===== src/design/tdwq_pkg.sv =====
`timescale 1ns / 1ps
`default_nettype none
package tdwq_pkg;
    localparam int DefQueueDepth = 16;

    typedef enum logic [1:0] {
        ACT_READ = 2'd0,
        ACT_REL  = 2'd1,
        ACT_ABS  = 2'd2,
        ACT_TICK = 2'd3
    } t_action;

    typedef enum logic [1:0] {
        KIND_TIME = 2'd0,
        KIND_WAKE = 2'd1,
        KIND_ACK  = 2'd2,
        KIND_FULL = 2'd3
    } t_kind;

    typedef struct packed {
        logic [1:0]  action;
        logic [7:0]  task_id;
        logic [31:0] tick_value;
    } t_in;

    typedef struct packed {
        logic [1:0]  kind;
        logic [7:0]  target_task;
        logic [31:0] time_now;
        logic        last;
    } t_out;

    // Classified request handed from the front part to the back part
    typedef struct packed {
        t_action     action;
        logic [7:0]  task_id;
        logic [31:0] wake;
    } t_cmd;
endpackage
`default_nettype wire


===== src/design/tdwq_front.sv =====
`timescale 1ns / 1ps
`default_nettype none
// Front part: take requests, compute the wake time, hold a small command queue.
module tdwq_front (
    input  wire logic          i_clk,
    input  wire logic          i_rst_n,
    input  wire logic          i_valid,
    output logic               o_ready,
    input  tdwq_pkg::t_in      i_data,
    input  wire logic [31:0]   i_tick_count,
    input  wire logic          i_tick_pend,
    output logic               o_cmd_valid,
    input  wire logic          i_cmd_ready,
    output tdwq_pkg::t_cmd     o_cmd
);
    import tdwq_pkg::*;

    // Two-entry queue
    t_cmd       r_q [2];
    logic       r_wp, r_rp;
    logic [1:0] r_cnt;
    logic       r_tick_in;
    t_cmd       w_cmd;
    logic       w_push, w_pop;

    // A relative delay needs the count as left by all earlier ticks, so no
    // relative delay passes a tick that is still queued or in the back part.
    always_comb begin
        w_cmd.action  = t_action'(i_data.action);
        w_cmd.task_id = i_data.task_id;
        w_cmd.wake    = (i_data.action == ACT_REL) ? i_tick_count + i_data.tick_value
                                                   : i_data.tick_value;
        o_ready = (r_cnt != 2'd2) &&
                  !((i_data.action == ACT_REL) && (r_tick_in || i_tick_pend));
    end

    assign w_push      = i_valid && o_ready;
    assign o_cmd_valid = (r_cnt != 2'd0);
    assign w_pop       = o_cmd_valid && i_cmd_ready;
    assign o_cmd       = r_q[r_rp];

    // Store command payload
    always_ff @(posedge i_clk) begin
        if (w_push) r_q[r_wp] <= w_cmd;
    end

    // Advance pointers and count
    always_ff @(posedge i_clk) begin
        if (!i_rst_n) begin
            r_wp <= 1'b0; r_rp <= 1'b0; r_cnt <= 2'd0; r_tick_in <= 1'b0;
        end else begin
            if (w_push) r_wp <= ~r_wp;
            if (w_pop)  r_rp <= ~r_rp;
            r_cnt <= r_cnt + {1'b0, w_push} - {1'b0, w_pop};
            // Track whether any tick sits in the queue
            if (w_push && i_data.action == ACT_TICK) r_tick_in <= 1'b1;
            else if (w_pop && r_cnt == 2'd1) r_tick_in <= 1'b0;
            else if (w_pop && o_cmd.action == ACT_TICK
                     && r_q[~r_rp].action != ACT_TICK) r_tick_in <= 1'b0;
        end
    end
endmodule
`default_nettype wire


===== src/design/tdwq_back.sv =====
`timescale 1ns / 1ps
`default_nettype none
// Back part: ordered store, tick count and result sequencing.
module tdwq_back #(
    parameter int QUEUE_DEPTH = tdwq_pkg::DefQueueDepth
) (
    input  wire logic        i_clk,
    input  wire logic        i_rst_n,
    input  wire logic        i_cmd_valid,
    output logic             o_cmd_ready,
    input  tdwq_pkg::t_cmd   i_cmd,
    output logic [31:0]      o_tick_count,
    output logic             o_tick_pend,
    output logic             o_valid,
    input  wire logic        i_ready,
    output tdwq_pkg::t_out   o_data
);
    import tdwq_pkg::*;

    localparam int CW = $clog2(QUEUE_DEPTH + 1);

    typedef enum logic [3:0] {
        ST_IDLE = 4'b0001,
        ST_INS  = 4'b0010,
        ST_REL  = 4'b0100,
        ST_ACK  = 4'b1000
    } t_state;

    // Entries kept sorted in a register file; shift-insert and shift-out
    logic [7:0]  r_task [QUEUE_DEPTH];
    logic [31:0] r_wake [QUEUE_DEPTH];
    logic [CW-1:0] r_cnt;
    logic [31:0] r_tick;
    t_state      r_st;
    t_cmd        r_cmd;
    logic        r_ov;
    t_out        r_out;
    logic        w_full, w_front_due, w_out_free;
    logic [QUEUE_DEPTH-1:0] w_gt;

    assign w_full       = (r_cnt == CW'(QUEUE_DEPTH));
    assign o_cmd_ready  = (r_st == ST_IDLE) && !r_ov;
    assign o_tick_count = r_tick;
    assign o_tick_pend  = (r_st != ST_IDLE);
    assign o_valid      = r_ov;
    assign o_data       = r_out;
    assign w_front_due  = (r_cnt != '0) && (r_wake[0] <= r_tick);
    assign w_out_free   = !r_ov || i_ready;

    // Per-slot compare for insert position: slot moves up if later than new
    always_comb begin
        for (int k = 0; k < QUEUE_DEPTH; k++)
            w_gt[k] = (CW'(k) < r_cnt) && (r_wake[k] > r_cmd.wake);
    end

    // Storage shift
    always_ff @(posedge i_clk) begin
        if (r_st == ST_INS && !w_full) begin
            for (int k = 0; k < QUEUE_DEPTH; k++) begin
                if (k > 0 && w_gt[k-1]) begin
                    r_task[k] <= r_task[k-1];
                    r_wake[k] <= r_wake[k-1];
                end
                // place new entry at first greater slot or at the end
                if ((w_gt[k] && (k == 0 || !w_gt[k-1])) ||
                    (w_gt == '0 && CW'(k) == r_cnt)) begin
                    r_task[k] <= r_cmd.task_id;
                    r_wake[k] <= r_cmd.wake;
                end
            end
        end else if (r_st == ST_REL && w_front_due && w_out_free) begin
            for (int k = 0; k < QUEUE_DEPTH - 1; k++) begin
                r_task[k] <= r_task[k+1];
                r_wake[k] <= r_wake[k+1];
            end
        end
    end

    // Sequence one command and its results
    always_ff @(posedge i_clk) begin
        if (!i_rst_n) begin
            r_st <= ST_IDLE; r_cnt <= '0; r_tick <= '0; r_ov <= 1'b0;
        end else begin
            unique case (r_st)
                ST_IDLE: begin
                    if (i_cmd_valid && !r_ov) begin
                        r_cmd <= i_cmd;
                        unique case (i_cmd.action) inside
                            ACT_READ: begin
                                r_ov  <= 1'b1;
                                r_out <= '{KIND_TIME, i_cmd.task_id, r_tick, 1'b1};
                            end
                            ACT_REL, ACT_ABS: r_st <= ST_INS;
                            ACT_TICK: begin
                                r_tick <= r_tick + 32'd1;
                                r_st   <= ST_REL;
                            end
                            default: r_st <= ST_IDLE;
                        endcase
                    end else if (r_ov && i_ready) begin
                        r_ov <= 1'b0;
                    end
                end
                ST_INS: begin
                    if (w_full) begin
                        r_ov  <= 1'b1;
                        r_out <= '{KIND_FULL, r_cmd.task_id, r_tick, 1'b1};
                    end else begin
                        r_cnt <= r_cnt + CW'(1);
                    end
                    r_st <= ST_IDLE;
                end
                ST_REL: begin
                    if (w_out_free) begin
                        if (w_front_due) begin
                            r_ov  <= 1'b1;
                            r_out <= '{KIND_WAKE, r_task[0], r_tick, 1'b0};
                            r_cnt <= r_cnt - CW'(1);
                        end else begin
                            r_ov <= 1'b0;
                            r_st <= ST_ACK;
                        end
                    end
                end
                ST_ACK: begin
                    if (w_out_free) begin
                        r_ov  <= 1'b1;
                        r_out <= '{KIND_ACK, r_cmd.task_id, r_tick, 1'b1};
                        r_st  <= ST_IDLE;
                    end
                end
                default: r_st <= ST_IDLE;
            endcase
        end
    end
endmodule
`default_nettype wire


===== src/design/tick_delay_wakeup_queue_core.sv =====
// Path from request accept to result: the front queue registers the request and the
// back part registers the result; a tick acknowledgment follows its wake results.
// The back part takes a new read time, delay or tick only when it is done with the
// last command and holds no result; a stalled result holds it.
// Reset (synchronous, active low) clears the tick count, the entry count and
// both queues; stored entries are left as they are.
`timescale 1ns / 1ps
`default_nettype none
module tick_delay_wakeup_queue_core #(
    parameter int QUEUE_DEPTH = tdwq_pkg::DefQueueDepth
) (
    input  wire logic      i_clk,
    input  wire logic      i_rst_n,
    input  wire logic      i_valid,
    output logic           o_ready,
    input  tdwq_pkg::t_in  i_data,
    output logic           o_valid,
    input  wire logic      i_ready,
    output tdwq_pkg::t_out o_data
);
    import tdwq_pkg::*;

    t_cmd        w_cmd;
    logic        w_cmd_valid, w_cmd_ready, w_tick_pend;
    logic [31:0] w_tick;

    // Front part
    tdwq_front u_front (
        .i_clk(i_clk), .i_rst_n(i_rst_n),
        .i_valid(i_valid), .o_ready(o_ready), .i_data(i_data),
        .i_tick_count(w_tick), .i_tick_pend(w_tick_pend),
        .o_cmd_valid(w_cmd_valid), .i_cmd_ready(w_cmd_ready), .o_cmd(w_cmd)
    );

    // Back part
    tdwq_back #(.QUEUE_DEPTH(QUEUE_DEPTH)) u_back (
        .i_clk(i_clk), .i_rst_n(i_rst_n),
        .i_cmd_valid(w_cmd_valid), .o_cmd_ready(w_cmd_ready), .i_cmd(w_cmd),
        .o_tick_count(w_tick), .o_tick_pend(w_tick_pend),
        .o_valid(o_valid), .i_ready(i_ready), .o_data(o_data)
    );
endmodule
`default_nettype wire


===== config.mk =====
export PLATFORM = sky130hd
export DESIGN_NAME = tick_delay_wakeup_queue_core
export DESIGN_NICKNAME = d
export VERILOG_FILES = /design/src/design/tdwq_pkg.sv /design/src/design/tdwq_front.sv /design/src/design/tdwq_back.sv /design/src/design/tick_delay_wakeup_queue_core.sv
export SDC_FILE = /design/constraint.sdc
export NUM_CORES = 2
export LEC_CHECK = 0
export ABC_AREA = 1
export BUFFER_PORTS_ARGS = -buffer_cell sky130_fd_sc_hd__buf_4
export CORE_UTILIZATION = 25
export CTS_CLUSTER_DIAMETER = 80
export DETAILED_ROUTE_END_ITERATION = 10
export SLEW_MARGIN = 20
export SYNTH_ARGS = -nofsm -noshare
export SYNTH_HDL_FRONTEND = slang
export SYNTH_SLANG_ARGS = --single-unit

===== constraint.sdc =====
create_clock -name i_clk -period 9.35 [get_ports i_clk]
set_clock_uncertainty 0.2 [all_clocks]
set_input_delay 0.935 -clock i_clk [delete_from_list [all_inputs] [get_ports i_clk]]
set_output_delay 0.935 -clock i_clk [all_outputs]
set_load 0.03 [all_outputs]

== Word-level counts from Yosys, hierarchy flattened ==
Memory sizes are Yosys's and may differ from the RTL's. A register that Yosys moved wholly into a read port is not among the register bits.
Index checks and enable logic that the tools add are counted.

* $lt $le $gt $ge: 33
* Muxes and demuxes: 189
* Reduce and logical (&&, ||, !) cells: 113
* Bitwise operators: 62
* $add $sub $neg: 6
* Eq/ne operators: 40

{| class="wikitable"
|+ Operators with widths
! operator !! count
|-
| $mux W32 || 31
|-
| $gt A32 B32 Y1 || 16
|-
| $mux W43 || 6
|-
| $mux W8 || 30
|-
| $pmux W43 S4 || 1
|-
| $mux W1 || 110
|-
| $logic_and A1 B1 Y1 || 62
|-
| $or A1 B1 Y1 || 60
|-
| $eq A4 B5 Y1 const A || 8
|-
| $lt A4 B5 Y1 const A || 8
|-
| $add A32 B1 Y32 const B || 1
|-
| $add A32 B32 Y32 || 1
|-
| $le A32 B32 Y1 || 1
|-
| $pmux W4 S3 || 2
|-
| $eq A3 B5 Y1 const A || 4
|-
| $lt A3 B5 Y1 const A || 4
|-
| $logic_not A1 Y1 || 18
|-
| $logic_or A1 B1 Y1 || 18
|-
| $logic_not A16 Y1 || 1
|-
| $mux W4 || 4
|-
| $mux W5 || 3
|-
| $ne A2 B2 Y1 const B || 7
|-
| $eq A2 B5 Y1 const A || 2
|-
| $lt A1 B5 Y1 const A || 2
|-
| other kinds (31) || 43
|}

* Output and inout bits: 45
* Word-level logic and storage cells: 460
* Input port bits: 46
* Memory bits (writable): 724
* Flip-flop bits (word level): 130
* Memories kept: 3

{| class="wikitable"
|+ Memories
! memory !! words !! bits a word !! rd ports !! clocked after memory_dff !! wr ports !! RTL line !! source
|-
| u_back.r_wake || 16 || 32 || 16 || 0 || 16 || tdwq_back.sv:31 || <nowiki>logic [31:0] r_wake [QUEUE_DEPTH];</nowiki>
|-
| u_back.r_task || 16 || 8 || 16 || 0 || 16 || tdwq_back.sv:30 || <nowiki>logic [7:0] r_task [QUEUE_DEPTH];</nowiki>
|-
| u_front.r_q || 2 || 42 || 2 || 1 || 1 || tdwq_front.sv:19 || <nowiki>t_cmd r_q [2];</nowiki>
|}

== Depth between registers and ports, before layout ==
* Word-level depth: 10
* Mapped depth: 25
* Mapped depth without buffers: 23

== Modules after synthesis ==
From an unflattened synthesis, not the netlist that was laid out.

* Cell total of the unflattened synthesis: 7574
* Area, all modules: 58626.2 µm²

{| class="wikitable"
|+ Modules (own cells, without submodules)
! module !! cells each !! seq. area each (µm²) !! instances !! area each (µm²)
|-
| tdwq_back || 6822 || 22551.6 || 1 || 52544.1
|-
| tdwq_front || 752 || 2642.5 || 1 || 6082.1
|}

== Worst setup path after synthesis ==
OpenSTA, ideal clock, no wires.

* Kind: reg-to-reg
* Start point: memory u_back.r_wake[0][31]
* End point: register u_back.r_out, in the netlist u_back.o_data[0], enable pin
* Setup time: 0.566 ns
* Data arrival time: 6.313 ns
* Stages on the path, launching flop included: 11
* Path slack: 2.272 ns
* Data required time: 8.584 ns
* Period minus slack after synthesis: 7.078 ns
* Path buffers: 0
* Cells stage by stage: edfxtp_1 -> ha_1 -> nand2_1 -> nor2_1 -> nand4_1 -> nor4_1 -> nand4_1 -> a21boi_0 -> nand2_1 -> nand2_1 -> nor4b_1

{| class="wikitable"
|+ RTL lines
! what !! RTL line !! source
|-
| start: declaration || tdwq_back.sv:31 ||
|-
| end signal: assignment || tdwq_back.sv:91 || <nowiki>r_out <= '{KIND_TIME, i_cmd.task_id, r_tick, 1'b1};</nowiki>
|-
| end signal: assignment || tdwq_back.sv:107 || <nowiki>r_out <= '{KIND_FULL, r_cmd.task_id, r_tick, 1'b1};</nowiki>
|-
| end signal: assignment || tdwq_back.sv:117 || <nowiki>r_out <= '{KIND_WAKE, r_task[0], r_tick, 1'b0};</nowiki>
|-
| end: declaration || tdwq_back.sv:37 || <nowiki>t_out r_out;</nowiki>
|}

==> summary.md <==
| Metric | Value |
|---|---|
| Worst EP arrival | `between 7000 and 8000 ps` |
| Slowest cell on the critical path | `edfxtp_1` |
| Mapped Area | `0.05929 mm²` |
| Drt drc | `0` |
| TritonCTS Sinks | `855` |
| RSZ-0062 raised after global routing | `false` |
| Number of synthesized flops with an enable pin | `around 800` |
| Post-synthesis adder-cell area fraction | `0.1238` |
| Layout Nets | `8,206` |
| Detailed Place HPWL | `about 180 mm` |
| H-tree Lvls | `3` |
| Final WL | `around 250 mm` |
| Layout cells sized above 1 | `0.06590` |
| Cell row count | `between 150 and 200` |
| Register-to-Register Setup Slack | `2280 ps` |
| Largest net degree at the start of global routing | `148` |
| Kind of end point of the critical path | `register` |
| Vias per cell | `5.153` |
| Synth area leaders | `edfxtp_1 41%, nand2_1 18%, ha_1 12%, nand3_1 7.9%, inv_1 4.0%` |
| CTS Buf Count | `107` |
| GRT overflow | `0` |
| Setup TNS | `0 ps` |
| Total power | `11.67 mW` |
| Final Hold Vio Count | `0` |
| Die Span Y | `489.0 µm` |
| Synth area leader | `edfxtp_1` |
| Leakage | `29.84 nW` |
| Crit share post-route | `0.7563` |
| Clk pin slew, worst setup/hold paths | `70 ps` |
| CTS tree | `built` |
| Crit-path max FO | `41` |
| Via count | `55,748` |
| Slew Limit Fails | `0` |
| Die Wd | `489.0 µm` |
| Post-Syn Nets | `8,257` |
| Crit path cell chain | `inv_1 -> buf_4 -> ha_1 -> nand2_1 -> nor2_1 -> nand4_1 -> nor3b_1 -> a21oi_1 -> nand2_1 -> nand2_1 -> nor2_1 -> nand2_1 -> nor2_4 -> nand2_1 -> buf_4 -> nand2_1 -> buf_4 -> nor2_1 -> nand2_1 -> buf_4` |
| Routed wire per std cell | `roughly 23 µm` |
| Syn Inst Count | `between 7,000 and 8,000` |
| Num ports | `91` |
| Total GRT Usage | `0.2018` |
| Synth Area in Simple Gates | `0.3125` |
| Yosys reg bits | `between 800 and 900` |
| Fraction of registers with async set/reset | `0` |
| Post-synthesis mux area share | `0.007597` |
| Post-Synth XOR/XNOR Area | `0.004284` |
| Seq/Total Area, Yosys | `0.4249` |
| Run status | `complete, no violations` |
| Top_reg_cell synth | `edfxtp_1` |
| Final worst path period need | `7072 ps` |
| Die area | `0.2391 mm²` |
| Crit. Startpoint | `u_back.r_cmd[28]` |
| PostCTS Resize Cnt | `0` |
| Drt initial violations | `7,142` |
| Initial DRT Pass Iterations | `6` |
| Core area | `approximately 0.24 mm²` |
| Distinct cells, synth | `50` |
| Worst Reg-to-Reg Cells | `20` |
| RD Place Congestion | `0.9762` |
| Max incr delay on CP | `870 ps` |
| Max Freq | `roughly 140 MHz` |
| Reg2reg end | `u_back.r_wake[0][121]` |
| WHS Path Cells | `1` |
| Post-synthesis compound-gate area fraction | `0.05810` |
| Initial antenna violation count | `12` |
| First-pass GRT wire length | `between 300 and 400 mm` |
| Most common cell on crit path | `nand2_1` |
| Final Setup Violations | `0` |
| Root cell of the clock tree | `clkbuf_16` |
| Crit path to | `u_back.r_wake[0][121]` |
| Min-delay src | `i_data[38]` |
| Area growth, synth to finish | `13.16%` |
| Hold-fix buffers at CTS | `0` |
| Syn_area_per_cell | `about 8 µm²` |
| R2r startpoint | `u_back.r_cmd[28]` |
| Final ANT Viol Nets | `0` |
| Max Cap Violations | `0` |
| Vias in the first global route | `53,054` |
| CTS Buffer Depth | `3` |
| HP Class | `input pin to register` |
| Pwr Density | `between 150 and 200 mW/mm²` |
| Worst Path Required | `9540 ps` |
| Synth top area share | `0.4087` |
| Starting Density | `0.2519` |
| Largest family of logic cells by synthesized area | `simple AND/OR/NAND/NOR gates` |
| Slew Limit Headroom | `0.2237` |
| Worst vdd ir | `0.2004 mV` |
| Synth warn | `0` |
| Port Buffers | `90` |
| Critical Path Start Type | `register` |
| Worst slew pin tran | `around 1200 ps` |
| Clock latency on the worst-skew pair | `760 ps` |
| Post-CTS setup buffers | `0` |
| Critical path class | `register to register` |
how the worst min path moves through the flow:
stage | slack (ps) | to
floorplan | 250 | u_front.r_cnt[1]
finish | 160 | u_front.r_q[1][38]
CTS | 120 | u_front.r_q[0][34]
global placement | 280 | u_front.r_cnt[1]
detailed placement | 280 | u_front.r_cnt[1]
global route | 130 | u_front.r_q[0][38]
cell usage in the layout (no fill, tap or decap), types with 15 or more instances in the layout:
cell / synthesis / final
nand2_1: 2891 / 2878
nand3_1: 938 / 937
edfxtp_1: 807 / 807
inv_1: 634 / 631
ha_1: 585 / 585
a21oi_1: 345 / 345
nor2_1: 342 / 332
buf_4: 14 / 229
o21ai_0: 177 / 176
nand4_1: 157 / 157
clkbuf_16: 0 / 108
nor3_1: 55 / 55
o21a_1: 47 / 47
dfxtp_1: 48 / 47
mux2_2: 40 / 40
clkinv_1: 4 / 24
xor2_1: 22 / 22
clkinv_2: 0 / 18
clkbuf_1: 271 / 18
nand2_2: 4 / 17
nor4_1: 16 / 16
a31oi_1: 16 / 16
bufinv_16: 0 / 15
cell type report:
cell class	instances	area (µm²)
inverter	647	2436
fill	25318	168300
clock inverter	70	788.3
antenna	6	15.01
multi-input combinational	5730	30120
timing repair buffer	233	1799
clock buffer	128	2798
tap	3150	3941
sequential	855	25200
synth_stat cells (7+ instances only):
cell type / n
nor4_1: 16
inv_1: 634
or2_2: 10
nand4_1: 157
edfxtp_1: 807
xor2_1: 22
nand3_1: 938
o221ai_1: 9
a21oi_1: 345
clkbuf_1: 271
ha_1: 585
mux2_2: 40
o21bai_1: 13
o21a_1: 47
nand2_1: 2891
o21ai_0: 177
nor3_1: 55
xnor2_1: 7
dfxtp_1: 48
a31oi_1: 16
buf_4: 14
inv_2: 9
buf_2: 74
buf_1: 30
a21o_1: 7
nor2_1: 342
critical path, delay by kind of cell, from the launching register on:
family,cells,cell delay (ps)
buffers and inverters,5,2390
AO/OA/AOI/OAI,1,130
flip-flops,1,870
adder cells (fa/ha/maj),1,320
AND/OR/NAND/NOR,13,2650
registers in the layout, summed over array words and instances, names as in the netlist, 2 cells and up, named ones only:
name	flops
u_front.r_q	84
u_back.r_cnt	5
u_back.r_task	128
u_back.o_tick_count	32
u_back.r_st	4
u_back.r_cmd	40
u_front.r_cnt	2
u_back.o_data	43
u_back.r_wake	512
cell families (layout without fill, tap and decap cells):
family / after synthesis / in the layout
buffers and inverters: 1040 / 1078
AO/OA/AOI/OAI: 634 / 634
AND/OR/NAND/NOR: 4441 / 4441
other: 0 / 6
flip-flops: 855 / 855
multiplexers: 40 / 40
XOR/XNOR: 29 / 29
adder cells (fa/ha/maj): 586 / 586
through the flow:
step | worst slack, ps | util | instance area (µm²) | std cells | hold slack (ps)
detailed placement | 2430 | 0.2697 | 63480 | 10615 | 284.3
finish | 2278 | 0.2850 | 67090 | 10819 | 158.5
CTS | 2418 | 0.2849 | 67070 | 10813 | 118.1
floorplan | 2272 | - | 59290 | 7625 | 249.5
global route | 2172 | 0.2849 | 67080 | 10814 | 134.5
global placement | 2536 | 0.2697 | 63480 | 10615 | 277.3
power by group:
part           total (mW)  internal [mW]  switching, mW
clock network        4.37           2.54           1.83
registers            4.64           4.41          0.232
logic                2.66          0.807           1.85
metal layers:
| metal | part of all wire | global-route usage | vias up |
|---|---|---|---|
| met4 | 0.064 | 0.1147 | 6 |
| li1 | - | - | 25474 |
| met1 | 0.42 | 0.2699 | 26712 |
| met3 | 0.095 | 0.03684 | 603 |
| met5 | 0.00015 | 0 | - |
| met2 | 0.43 | 0.3041 | 2953 |
No activity file was read; power rests on OpenSTA's default activity.
